<file path="src/design/pqf_pkg.sv">
// Shared types and constants for the point-in-quadrilateral fiducial test.
// No dependencies; imported by point_in_quad_fiducial_test and pqf_serial_mac.
package pqf_pkg;

    localparam int CHANNELS_DEF   = 8;
    localparam int COORD_BITS_DEF = 16;
    localparam int QUAD_CORNERS   = 4;
    localparam int CORNER_W       = 2;

    // stream packing, lowest bit first
    localparam int S_TDATA_W  = 40;
    localparam int CH_LO      = 0;
    localparam int CN_LO      = 3;
    localparam int X_LO       = 5;
    localparam int Y_LO       = 21;
    localparam int FIELD_W    = 16;
    localparam int M_TDATA_W  = 8;

    localparam logic OP_LOAD = 1'b0;
    localparam logic OP_TEST = 1'b1;

    localparam logic [CORNER_W-1:0] LAST_CORNER = CORNER_W'(QUAD_CORNERS - 1);

    typedef enum logic [2:0] {
        ST_IDLE,
        ST_FETCH,
        ST_EDGE,
        ST_MUL,
        ST_STEP,
        ST_RESULT
    } pqf_state_t;

    // status of the bit-serial product-difference unit
    typedef struct packed {
        logic busy;
        logic done;
        logic neg;
        logic zero;
    } mac_res_t;

endpackage

</file>
<file path="src/design/pqf_serial_mac.sv">
// Bit-serial evaluation of a*b - c*d: b and d are consumed one bit per cycle,
// LSB first, into a right-shifting accumulator. Uses pqf_pkg (mac_res_t).
module pqf_serial_mac
    import pqf_pkg::*;
#(
    parameter int COORD_BITS = COORD_BITS_DEF
) (
    input  logic                       aclk,
    input  logic                       aresetn,
    input  logic                       start,
    input  logic signed [COORD_BITS:0] a_in,
    input  logic signed [COORD_BITS:0] b_in,
    input  logic signed [COORD_BITS:0] c_in,
    input  logic signed [COORD_BITS:0] d_in,
    output mac_res_t                   res
);

    localparam int DW = COORD_BITS + 1;
    localparam int AW = COORD_BITS + 4;
    localparam int CW = $clog2(DW);

    logic signed [DW-1:0] a_reg, c_reg;
    logic [DW-1:0]        b_sh_reg, d_sh_reg;
    logic signed [AW-1:0] acc_reg, acc_next;
    logic [CW-1:0]        cnt_reg;
    logic                 busy_reg, done_reg, lownz_reg;

    logic                 last;
    logic signed [AW-1:0] a_ext, c_ext, part, term, sum;

    always_comb begin
        last     = (cnt_reg == CW'(DW - 1));
        a_ext    = AW'(a_reg);
        c_ext    = AW'(c_reg);
        part     = (b_sh_reg[0] ? a_ext : '0) - (d_sh_reg[0] ? c_ext : '0);
        // the top multiplier bit carries negative weight
        term     = last ? -part : part;
        sum      = acc_reg + term;
        acc_next = sum >>> 1;
    end

    always_ff @(posedge aclk) begin
        if (!aresetn) begin
            busy_reg <= 1'b0;
            done_reg <= 1'b0;
            cnt_reg  <= '0;
        end else begin
            done_reg <= busy_reg && last;
            if (start) begin
                busy_reg <= 1'b1;
                cnt_reg  <= '0;
            end else if (busy_reg) begin
                cnt_reg <= cnt_reg + CW'(1);
                if (last) begin
                    busy_reg <= 1'b0;
                end
            end
        end
    end

    always_ff @(posedge aclk) begin
        if (start) begin
            a_reg     <= a_in;
            c_reg     <= c_in;
            b_sh_reg  <= b_in;
            d_sh_reg  <= d_in;
            acc_reg   <= '0;
            lownz_reg <= 1'b0;
        end else if (busy_reg) begin
            b_sh_reg  <= b_sh_reg >> 1;
            d_sh_reg  <= d_sh_reg >> 1;
            acc_reg   <= acc_next;
            lownz_reg <= lownz_reg | sum[0];
        end
    end

    // low product bits are gone, only their OR is needed for the zero test
    assign res.busy = busy_reg;
    assign res.done = done_reg;
    assign res.neg  = acc_reg[AW-1];
    assign res.zero = (acc_reg == '0) && !lownz_reg;

endmodule
</file>
<file path="config.mk">
export PLATFORM = sky130hd
export DESIGN_NAME = pqf_serial_mac
export DESIGN_NICKNAME = d
export VERILOG_FILES = /design/src/design/pqf_pkg.sv /design/src/design/pqf_serial_mac.sv
export SDC_FILE = /design/constraint.sdc
export NUM_CORES = 1
export LEC_CHECK = 0
export ABC_AREA = 1
export BUFFER_PORTS_ARGS = -buffer_cell sky130_fd_sc_hd__clkbuf_2
export CORE_ASPECT_RATIO = 0.7
export CORE_MARGIN = 3
export CORE_UTILIZATION = 39
export CTS_CLUSTER_SIZE = 30
export DETAILED_ROUTE_END_ITERATION = 8
export MAX_ROUTING_LAYER = met4
export PLACE_DENSITY = 0.67
export SYNTH_ARGS = -nofsm -noshare
export SYNTH_HDL_FRONTEND = slang
export SYNTH_SLANG_ARGS = --single-unit
</file>
<file path="constraint.sdc">
create_clock -name aclk -period 4.1 [get_ports aclk]
set_input_delay 0.205 -clock aclk [delete_from_list [all_inputs] [get_ports aclk]]
set_output_delay 0.205 -clock aclk [all_outputs]
set_load 0.01 [all_outputs]
</file>
**After elaboration in Yosys (flattened, before gate mapping)**

Cells that the tools add are included.

- Add/sub/neg operators: 4
- Eq/ne operators: 1
- Muxes and demuxes: 10
- Bitwise gates (word level): 2
- Reductions and logical operators: 6

Operators with widths:

| cell | number |
|---|---|
| 17-bit 2-to-1 mux | 4 |
| 20-bit 2-to-1 mux | 3 |
| 19-bit by 20-bit adder with 20-bit output | 1 |
| 20-bit logical NOT | 1 |
| 20-bit negator | 1 |
| 20-bit subtractor | 1 |
| 5-bit by 1-bit adder with 5-bit output, second input constant | 1 |
| 5-bit == test, second input constant | 1 |
| 1-bit 2-to-1 mux | 3 |
| 1-bit logical AND | 2 |
| 2-bit nonzero test | 1 |
| 2-bit OR reduction | 1 |
| 1-bit logical NOT | 1 |
| 1-bit NOT | 1 |
| 1-bit OR | 1 |

- Bits in registers: 95
- Bits of input ports: 71
- Output and inout bits: 4
- Logic and storage cells: 32

**Longest topological paths before layout**

Gate-level depths: netlist of the first run.

- Word-level depth: 6
- Mapped depth: 32
- Mapped depth without buffers: 31

**Worst setup path before layout of the first run**

OpenSTA, ideal clock, no wires.

- Path type: reg2reg
- Start point: register b_sh_reg[0]
- End point: register, netlist name acc_reg[18]
- Setup time: 0.113 ns
- Data arrival time: 4.162 ns
- Required time: 3.987 ns
- Path slack: -0.175 ns
- Stages on the path, launching flop included: 29
- Path buffers: 2
- Period minus slack after synthesis: 4.275 ns
- Cells stage by stage: edfxtp_1 -> clkbuf_1 -> clkbuf_1 -> nand2_1 -> ha_1 -> fa_1 -> inv_1 -> nand2_1 -> nand2_1 -> nand3_1 -> nand2_1 -> inv_1 -> nor3b_2 -> nand2_1 -> nor3_2 -> nand3_1 -> nor2_1 -> a21oi_1 -> xor2_1 -> ha_1 -> nand2_1 -> nor2_1 -> nand2_1 -> o311ai_0 -> inv_1 -> a21oi_1 -> nor2_1 -> nor2_1 -> nor2_1

- Word-level cells in the longest chain between the ends: 5

RTL lines:

| item | RTL line | source |
|---|---|---|
| from (decl) | pqf_serial_mac.sv:23 | `logic [DW-1:0] b_sh_reg, d_sh_reg;` |
| from (signal assigned) | pqf_serial_mac.sv:65 | `b_sh_reg <= b_in;` |
| from (signal assigned) | pqf_serial_mac.sv:70 | `b_sh_reg <= b_sh_reg >> 1;` |
| 20-bit 2-to-1 mux * | pqf_serial_mac.sv:35 | `part = (b_sh_reg[0] ? a_ext : '0) - (d_sh_reg[0] ? c_ext : '0);` |
| 20-bit subtractor * | pqf_serial_mac.sv:35 |  |
| 20-bit negator | pqf_serial_mac.sv:37 | `term = last ? -part : part;` |
| 20-bit 2-to-1 mux * | pqf_serial_mac.sv:37 |  |
| 19-bit by 20-bit adder with 20-bit output * | pqf_serial_mac.sv:38 | `sum = acc_reg + term;` |

Mark *: on every way between the ends. The rest lies on a longest branch, timed or not.
A chain may end at the register's enable or synchronous reset.

**Worst setup path in the final report of the first run**

- Start point: register d_sh_reg[0]
- End point: register acc_reg[17]

- Word-level cells in the longest chain between the ends: 5

RTL lines:

| item | RTL line | source |
|---|---|---|
| from (decl) | pqf_serial_mac.sv:23 |  |
| from (signal assigned) | pqf_serial_mac.sv:66 | `d_sh_reg <= d_in;` |
| from (signal assigned) | pqf_serial_mac.sv:71 | `d_sh_reg <= d_sh_reg >> 1;` |
| 20-bit 2-to-1 mux * | pqf_serial_mac.sv:35 |  |
| 20-bit subtractor * | pqf_serial_mac.sv:35 |  |
| 20-bit negator | pqf_serial_mac.sv:37 |  |
| 20-bit 2-to-1 mux * | pqf_serial_mac.sv:37 |  |
| 19-bit by 20-bit adder with 20-bit output * | pqf_serial_mac.sv:38 |  |
| to (signal assigned) | pqf_serial_mac.sv:72 | `acc_reg <= acc_next;` |
| to (decl) | pqf_serial_mac.sv:24 | `logic signed [AW-1:0] acc_reg, acc_next;` |

Marked as above.

==> impl_metrics.ini, run 1 <==
[flow_run]
cap_violations = 0

[worst_setup_path]
r2r_slack_ns = -0.16
cp.required_ns = 4.35
crit_path_max_fanout = 4
critical_path_arrival_ns = 4.51
timing.rr.end = acc_reg[17]$_SDFFE_PP0P_
end_kind = flop
worstSetupStartpointType = flop
worstSetupPathType = reg -> reg
r2r_cells = 24
crit_start = d_sh_reg[0]$_DFFE_PP_
timing.rr.start = d_sh_reg[0]$_DFFE_PP_
crit_path_end = acc_reg[17]$_SDFFE_PP0P_

[sta]
max_slew_margin = 0.419
whs_ns = 0.0112
finalSetupViolCount = 4
period_share = 1.04
tightestPinTransition_ns = 0.871
finalWorstSetupSlack_ns = -0.163
fmax_mhz = 235
final_max_slew_viol_count = 0
hold_violations = 0
min_period_ns = 4.26
fin_skew_ns = 0.0147
rsz0062_at_grt = yes

[grt]
grt_pass1_wl_um = 25700
grt_usage = 0.181
grt_max_degree = 79
grt.overflow.total = 0
grt_pass1_vias = 5313
antenna_found_initial = 0

[clocking]
cts.htree.levels = 3
insertion_delay_ns = 0.36
cts.path.max_buffers = 2
cts.reportedPaths.clkPinSlew_ns = 0.08
cts.sinks = 95
cts_buffers = 9
cts-root-buf = clkbuf_16
cts_tree = built

[placement]
place.gp.congestion = 0.933
dpl_worst_slack_ns = -0.264
io_buffers = 74
detailed_place_hpwl_um = 11400
place_inst = 1180

[drt]
wl_um = 15600
drt_pass1_iterations = 5
antenna_left = 0
vias = 5728
avgViaCountPerCell = 4.76
drtIter0Drc = 404
drc = 0
wl_per_cell_um = 12.9

[die]
die-area_mm2 = 0.0179
io_pins = 75
die_x_um = 159
row_count = 38
die_y_um = 113
start_util = 0.405
coreArea_mm2 = 0.0157

[layout]
drive_gt1_frac = 0.237
nets = 1091
diodes = 0
largest_reg_flops = 19
area_growth_pct = 25.2
layout_common_cells = nand2_1, inv_1, clkbuf_2
final_common_cell = nand2_1
fin_cells = 1204

[logic_synthesis]
async_flop_share = 0
ys_seq_area_frac = 0.405
synth_cell_types = 41
ys.warnings.count = 0
synth_area_mm2 = 0.00637
ys.flop_type = edfxtp_1
synth-seq-cells = 95
syn_inst = 852
synth_edf_count = 68
avgSynthCellArea_um2 = 7.48
synthesis.nets = 964

[power]
power.density_mw_per_mm2 = 479
leakagePower_nw = 4.03
ir_drop_uv = 197

[worst_hold_path]
hold_path_class = in -> reg

[run_status]
outcome = complete, but fails checks
violations = negative setup slack
==> worst max-delay path: stages (launching register included) <==
cell and delay, ns:
edfxtp_1 0.43, nand2_1 0.11, inv_2 0.05, ha_4 0.15, fa_2 0.58, ha_4 0.13, nand3b_1 0.14, nor3b_4 0.25
nand2_2 0.12, nor3_4 0.22, nand3_2 0.13, nor2_4 0.14, nor2_2 0.04, xor2_1 0.16, inv_1 0.09, ha_4 0.29
nand2_4 0.07, nor4_4 0.35, nand4_1 0.23, nand3_2 0.15, nand2_1 0.05, inv_1 0.05, o21ai_1 0.06, o211ai_1 0.10
inv_1 0.05
==> through the flow <==
step,TNS (ns),utilization,area (um^2),total power [mW]
after floorplan,0,-,6370,2.22
final,-0.429,0.507,7980,3.82
after global routing,-1.83,0.507,7980,4.10
after global placement,-0.350,0.466,7340,2.75
after CTS,-0.0356,0.490,7720,3.69
after detailed placement,-0.460,0.466,7340,2.76
==> how the worst min path moves through the flow <==
| stage | from | end | depth (start not counted) |
|---|---|---|---|
| after floorplan | a_in[0] | a_reg[0]$_DFFE_PP_ | 0 |
| after global placement | a_in[7] | a_reg[7]$_DFFE_PP_ | 1 |
| after detailed placement | a_in[1] | a_reg[1]$_DFFE_PP_ | 1 |
| after CTS | a_in[11] | a_reg[11]$_DFFE_PP_ | 1 |
| after global routing | a_in[11] | a_reg[11]$_DFFE_PP_ | 1 |
| final | a_in[11] | a_reg[11]$_DFFE_PP_ | 1 |
==> synth_stat cells, drive strengths merged (5+ instances only) <==
cell type / n / area (um^2)
a21oi: 38 / 201
clkbuf: 17 / 63.8
dfxtp: 27 / 541
edfxtp: 68 / 2040
ha: 39 / 488
inv: 126 / 473
nand2: 311 / 1220
nand3: 39 / 225
nand3b: 7 / 52.6
nand4: 12 / 75.1
nor2: 66 / 268
nor3: 12 / 65.1
nor4: 5 / 31.3
o211ai: 5 / 37.5
o21ai: 26 / 130
xnor2: 9 / 78.8
xor2: 14 / 130
==> area by class of cell <==
class | instances | area (um^2)
multi-input cells | 610 | 3470
flip-flops and latches | 95 | 2580
inverters | 126 | 473
fillers | 1529 | 7760
repair buffers | 137 | 866
clock buffers | 9 | 225
well taps | 220 | 275
clock inverters | 7 | 83.8
==> kinds of logic after synthesis <==
kind of cell | synth area share
AOI/OAI and AO/OA | 0.0791
xor gates and xnor gates | 0.0328
adders and majority gates | 0.0829
buffers and inverters | 0.0884
DFF | 0.405
and+or+nand+nor | 0.311
==> layer usage <==
| metal | track usage | part of all wire | up-vias |
|---|---|---|---|
| li1 | - | - | 2996 |
| met1 | 0.273 | 0.54 | 2587 |
| met2 | 0.244 | 0.40 | 131 |
| met3 | 0.0384 | 0.049 | 14 |
| met4 | 0.0472 | 0.010 | 0 |
| met5 | - | 0 | - |
==> power breakdown <==
group / switching [mW] / internal (mW) / total [mW]
clock network: 0.433 / 0.437 / 0.870
registers: 0.0521 / 1.14 / 1.19
logic: 1.01 / 0.749 / 1.76
==> repair_timing <==
| action | in CTS | in global routing |
|---|---|---|
| hold buffers | 0 | 1 |
| gates resized for setup | 14 | 48 |
| endpoints found under the hold margin | 0 | 1 |
| setup buffers | 1 | 6 |
| setup endpoints to repair | 5 | 12 |
| pin swaps | 3 | 26 |
(Power assumes the default switching activity.)
==> inputs of run 2 (changes only) <==
--- a/config.mk
+++ b/config.mk
@@ -7,7 +7,7 @@
 export LEC_CHECK = 0
 export ABC_AREA = 1
 export BUFFER_PORTS_ARGS = -buffer_cell sky130_fd_sc_hd__clkbuf_2
-export CORE_ASPECT_RATIO = 0.7
+export CORE_ASPECT_RATIO = 0.75
 export CORE_MARGIN = 3
 export CORE_UTILIZATION = 39
 export CTS_CLUSTER_SIZE = 30
==> run 2 against run 1 <==
  * The run still ends with negative setup slack left
  * Maximum frequency increased by 2.7%
  * Sequential cell count unchanged
  * Worst hold slack about the same
  * Utilization increased by 1.8 points
  * Non-clock buffer count increased by 15
  * Via count increased by 1.0%
  * Clock-buffer cell count unchanged
  * Combinational power increased by 7%
  * Die area about the same
==> impl_metrics.ini, run 2 (synthesized netlist as in run 1, its figures left out) <==
[drt]
drc = 0
antenna_left = 0
avgViaCountPerCell = 4.81
vias = 5788
drtIter0Drc = 384
wl_um = 15600
drt_pass1_iterations = 5
wl_per_cell_um = 13.0

[die]
die_y_um = 117
row_count = 39
io_pins = 75
die-area_mm2 = 0.0179
coreArea_mm2 = 0.0156
die_x_um = 154
start_util = 0.408

[layout]
largest_reg_flops = 19
diodes = 0
final_core_util = 0.525
layout_common_cells = nand2_1, inv_1, clkbuf_2
nets = 1106
area_growth_pct = 28.6
num-fill-cells = 1481
drive_gt1_frac = 0.269
final_common_cell = nand2_1

[sta]
fmax_mhz = 241
hold_violations = 0
rsz0062_at_grt = yes
max_slew_margin = 0.522
final_max_slew_viol_count = 0
min_period_ns = 4.15
finalSetupViolCount = 4
tns_ns = -0.137
tightestPinTransition_ns = 0.716
period_share = 1.01
finalWorstSetupSlack_ns = -0.0506
fin_skew_ns = 0.00803

[placement]
place.gp.congestion = 0.934
io_buffers = 74
dpl_worst_slack_ns = -0.272
detailed_place_hpwl_um = 11300

[worst_setup_path]
path_buf_inv = 5
r2r_cells = 28
crit_slowest_cell = edfxtp_1
worstSetupPathType = reg -> reg
timing.rr.end = acc_reg[17]$_SDFFE_PP0P_
r2r_slack_ns = -0.05
worstSetupStartpointType = flop
cpPeakStageDelay_ns = 0.50
cp.required_ns = 4.36
path_delay_family = simple AND/OR/NAND/NOR gates
critical_path_arrival_ns = 4.41
crit_path_max_fanout = 5
timing.rr.start = b_sh_reg[0]$_DFFE_PP_
end_kind = flop

[worst_hold_path]
min_to = a_reg[4]$_DFFE_PP_
hold_depth = 1
hold_path_class = in -> reg
worstHoldStart = a_in[4]

[grt]
antenna_found_initial = 0
grt_usage = 0.180
grt.overflow.total = 0
grt_pass1_vias = 5331
grt_max_degree = 52
grt_pass1_wl_um = 25600

[power]
power.density_mw_per_mm2 = 480
total_power_mw = 3.93
ir_drop_uv = 228
leakagePower_nw = 4.15

[clocking]
cts_buffers = 9
cts.htree.levels = 3
cts.reportedPaths.clkPinSlew_ns = 0.08
cts.path.max_buffers = 2
insertion_delay_ns = 0.36
cts-root-buf = clkbuf_16
cts.sinks = 95
cts_tree = built

[run_status]
violations = negative setup slack
outcome = complete, but fails checks

[flow_run]
cap_violations = 0
run 2: changes by cell type in the layout (fill, tap and decap cells not counted), moves of 5 or more:
| cell | previous run | this run |
|---|---|---|
| a21oi_1 | 31 | 26 |
| buf_4 | 59 | 71 |
| ha_1 | 32 | 27 |
| o21ai_0 | 19 | 14 |
run 2: through the flow:
stage,instance area [um^2],cells,hold slack [ns]
after floorplan,6370,852,0.304
after global placement,7350,1169,0.382
after detailed placement,7350,1169,0.384
after CTS,7810,1189,0.00469
after global routing,8190,1204,0.000730
final,8190,1204,0.0117
run 2: where the power goes:
part / internal, mW / switching [mW]
Clock: 0.438 / 0.426
Sequential: 1.14 / 0.0551
Combinational: 0.811 / 1.07
Total: 2.39 / 1.55
run 2: worst max-delay path by stage:
stage,startpoint,end,slack [ns],cells past startpoint
final,b_sh_reg[0]$_DFFE_PP_,acc_reg[17]$_SDFFE_PP0P_,-0.05,28
after global routing,b_sh_reg[0]$_DFFE_PP_,acc_reg[16]$_SDFFE_PP0P_,-0.34,31
after CTS,d_sh_reg[0]$_DFFE_PP_,acc_reg[17]$_SDFFE_PP0P_,-0.11,23
after detailed placement,b_sh_reg[0]$_DFFE_PP_,acc_reg[17]$_SDFFE_PP0P_,-0.27,27
after global placement,b_sh_reg[0]$_DFFE_PP_,acc_reg[17]$_SDFFE_PP0P_,-0.37,27
after floorplan,b_sh_reg[0]$_DFFE_PP_,acc_reg[16]$_SDFFE_PP0P_,0.006,30
run 2: metal layers:
metal	track usage	vias to the layer above	wire length [um]
li1	-	3037	-
met1	0.265	2603	8070
met2	0.251	138	6560
met3	0.0385	10	840
met4	0.0406	0	149
met5	-	-	0
run 2: area by class of cell:
type                            instances  area [um^2]  area share
Inverter                              126          473      0.0577
Clock buffer                            9          225      0.0275
Sequential cell                        95         2580       0.315
Timing Repair Buffer                  152          983       0.120
Multi-Input combinational cell        610         3590       0.438
Tap cell                              205          256      0.0313
Clock inverter                          7         83.8      0.0102
run 2: what timing repair did:
action	in CTS	in global routing
gates resized for setup	26	72
hold buffers	0	2
endpoints found under the setup margin	4	11
setup buffers	4	13
endpoints found under the hold margin	0	2
gates cloned	0	1
pin swaps	17	42
run 2: worst register-to-register path: cells and delay by family (launching register included):
family          cells  cell delay, ns
flops               1            0.50
xor+xnor            1            0.12
compound gates      2            0.14
fa+ha+maj           2            0.59
simple gates       18            2.27
buf+inv             5            0.43
==> inputs of run 3 (changes only) <==
--- a/config.mk
+++ b/config.mk
@@ -13,7 +13,7 @@
 export CTS_CLUSTER_SIZE = 30
 export DETAILED_ROUTE_END_ITERATION = 8
 export MAX_ROUTING_LAYER = met4
-export PLACE_DENSITY = 0.67
+export PLACE_DENSITY = 0.64
 export SYNTH_ARGS = -nofsm -noshare
 export SYNTH_HDL_FRONTEND = slang
 export SYNTH_SLANG_ARGS = --single-unit
==> run 3 against run 2 <==
  * The run still ends with negative setup slack left
  * Clock power about the same
  * Sequential power about the same
  * Clock skew increased by 0.0015 ns
  * Maximum frequency about the same
  * Sequential share of layout area increased by 0.33 points
  * Via count decreased by 1.1%
  * Largest power group unchanged
  * Utilization decreased by 0.54 points
==> impl_metrics.ini, run 3 (synthesized netlist as in run 1, its figures left out) <==
[worst_setup_path]
crit_slowest_cell = fa_2
critical_path_arrival_ns = 4.40
worstSetupPathType = reg -> reg
end_kind = flop
path_delay_family = simple AND/OR/NAND/NOR gates
worstSetupStartpointType = flop
cpPeakStageDelay_ns = 0.59
crit_path_max_fanout = 3
path_buf_inv = 5
cp.required_ns = 4.35

[run_status]
outcome = complete, but fails checks
violations = negative setup slack

[drt]
drc = 0
vias = 5727
drtIter0Drc = 452
wl_per_cell_um = 12.8
wl_um = 15400
drt_pass1_iterations = 5
wl_met3_um = 799
avgViaCountPerCell = 4.76
routed.top_layer = met4
routed-wl-met2_um = 6530
antenna_left = 0
wl_met1_um = 7910

[worst_hold_path]
hold_path_class = in -> reg

[die]
row_count = 39
io_pins = 75
coreArea_mm2 = 0.0156
start_util = 0.408
die_x_um = 154
die_y_um = 117
die-area_mm2 = 0.0179

[layout]
num-fill-cells = 1557
fin_area_mm2 = 0.00811
layout_common_cells = nand2_1, inv_1, buf_4
diodes = 0
area_growth_pct = 27.3
multi_input_area_mm2 = 0.00354
seqCellArea_mm2 = 0.00258
drive_gt1_frac = 0.262
nets = 1104
final_common_cell = nand2_1
largest_reg_flops = 19
final_core_util = 0.519

[clocking]
insertion_delay_ns = 0.36
cts-root-buf = clkbuf_16
cts_tree = built
cts_buffers = 9
cts.reportedPaths.clkPinSlew_ns = 0.08
cts.path.max_buffers = 2
cts.sinks = 95
cts.htree.levels = 3

[power]
leakagePower_nw = 4.11
ir_drop_uv = 282
power.density_mw_per_mm2 = 480

[grt]
grt.overflow.total = 0
grt_max_degree = 51
grt_pass1_vias = 5436
antenna_found_initial = 0
grt_usage = 0.181
grt_pass1_wl_um = 25800

[sta]
period_share = 1.01
finalSetupViolCount = 1
finalWorstSetupSlack_ns = -0.0470
fmax_mhz = 241
min_period_ns = 4.15
final_max_slew_viol_count = 0
tightestPinTransition_ns = 0.541
max_slew_margin = 0.640
whs_ns = 0.0150
hold_violations = 0
tns_ns = -0.0470
fin_skew_ns = 0.00954
rsz0062_at_grt = yes

[flow_run]
cap_violations = 0

[placement]
detailed_place_hpwl_um = 11400
place.gp.congestion = 0.941
dpl_worst_slack_ns = -0.210
dpl_cell_area_mm2 = 0.00740
io_buffers = 74
[run 3: cell type report]
cell class,instances,share of cell area
repair buffers,150,0.117
flip-flops and latches,95,0.319
clock inverters,7,0.00957
well taps,205,0.0316
clock buffers,9,0.0278
inverters,126,0.0583
multi-input cells,610,0.437
[run 3: final timing paths]
check | startpoint | endpoint | slack, ns | depth (start not counted)
hold / removal | a_in[1] | a_reg[1]$_DFFE_PP_ | 0.01 | 1
hold reg to reg | lownz_reg$_SDFFE_PP0P_ | lownz_reg$_SDFFE_PP0P_ | 0.48 | 2
setup reg to reg | d_sh_reg[0]$_DFFE_PP_ | acc_reg[18]$_SDFFE_PP0P_ | -0.05 | 25
setup / recovery | d_sh_reg[0]$_DFFE_PP_ | acc_reg[18]$_SDFFE_PP0P_ | -0.05 | 25
[run 3: worst reg2reg max path: cells and delay by family, from the launching register on]
family	cells	cell delay, ns
buf+inv	5	0.60
simple gates	13	1.37
xor+xnor	1	0.17
compound gates	2	0.29
flops	1	0.42
fa+ha+maj	4	1.19
[run 3: per-layer routing]
metal | global-route usage | up-vias
met2 | 0.274 | 137
met3 | 0.0322 | 10
met1 | 0.257 | 2548
li1 | - | 3032
met4 | 0.0371 | 0
met5 | - | -
[run 3: repair_timing]
action | in CTS | in global routing
setup endpoints to repair | 4 | 11
pin swaps | 21 | 11
buffers inserted | 7 | 3
gates resized for setup | 40 | 38
hold buffers | 0 | 0
[run 3: power by group]
| part | internal (mW) | switching (mW) | total [mW] |
|---|---|---|---|
| clock network | 0.437 | 0.430 | 0.867 |
| logic | 0.801 | 1.03 | 1.83 |
| registers | 1.14 | 0.0510 | 1.19 |
[run 3: stage by stage]
stage,cells,power [mW]
after floorplan,852,2.22
after global placement,1176,2.78
after detailed placement,1176,2.79
after CTS,1199,3.78
after global routing,1202,4.17
final,1202,3.89
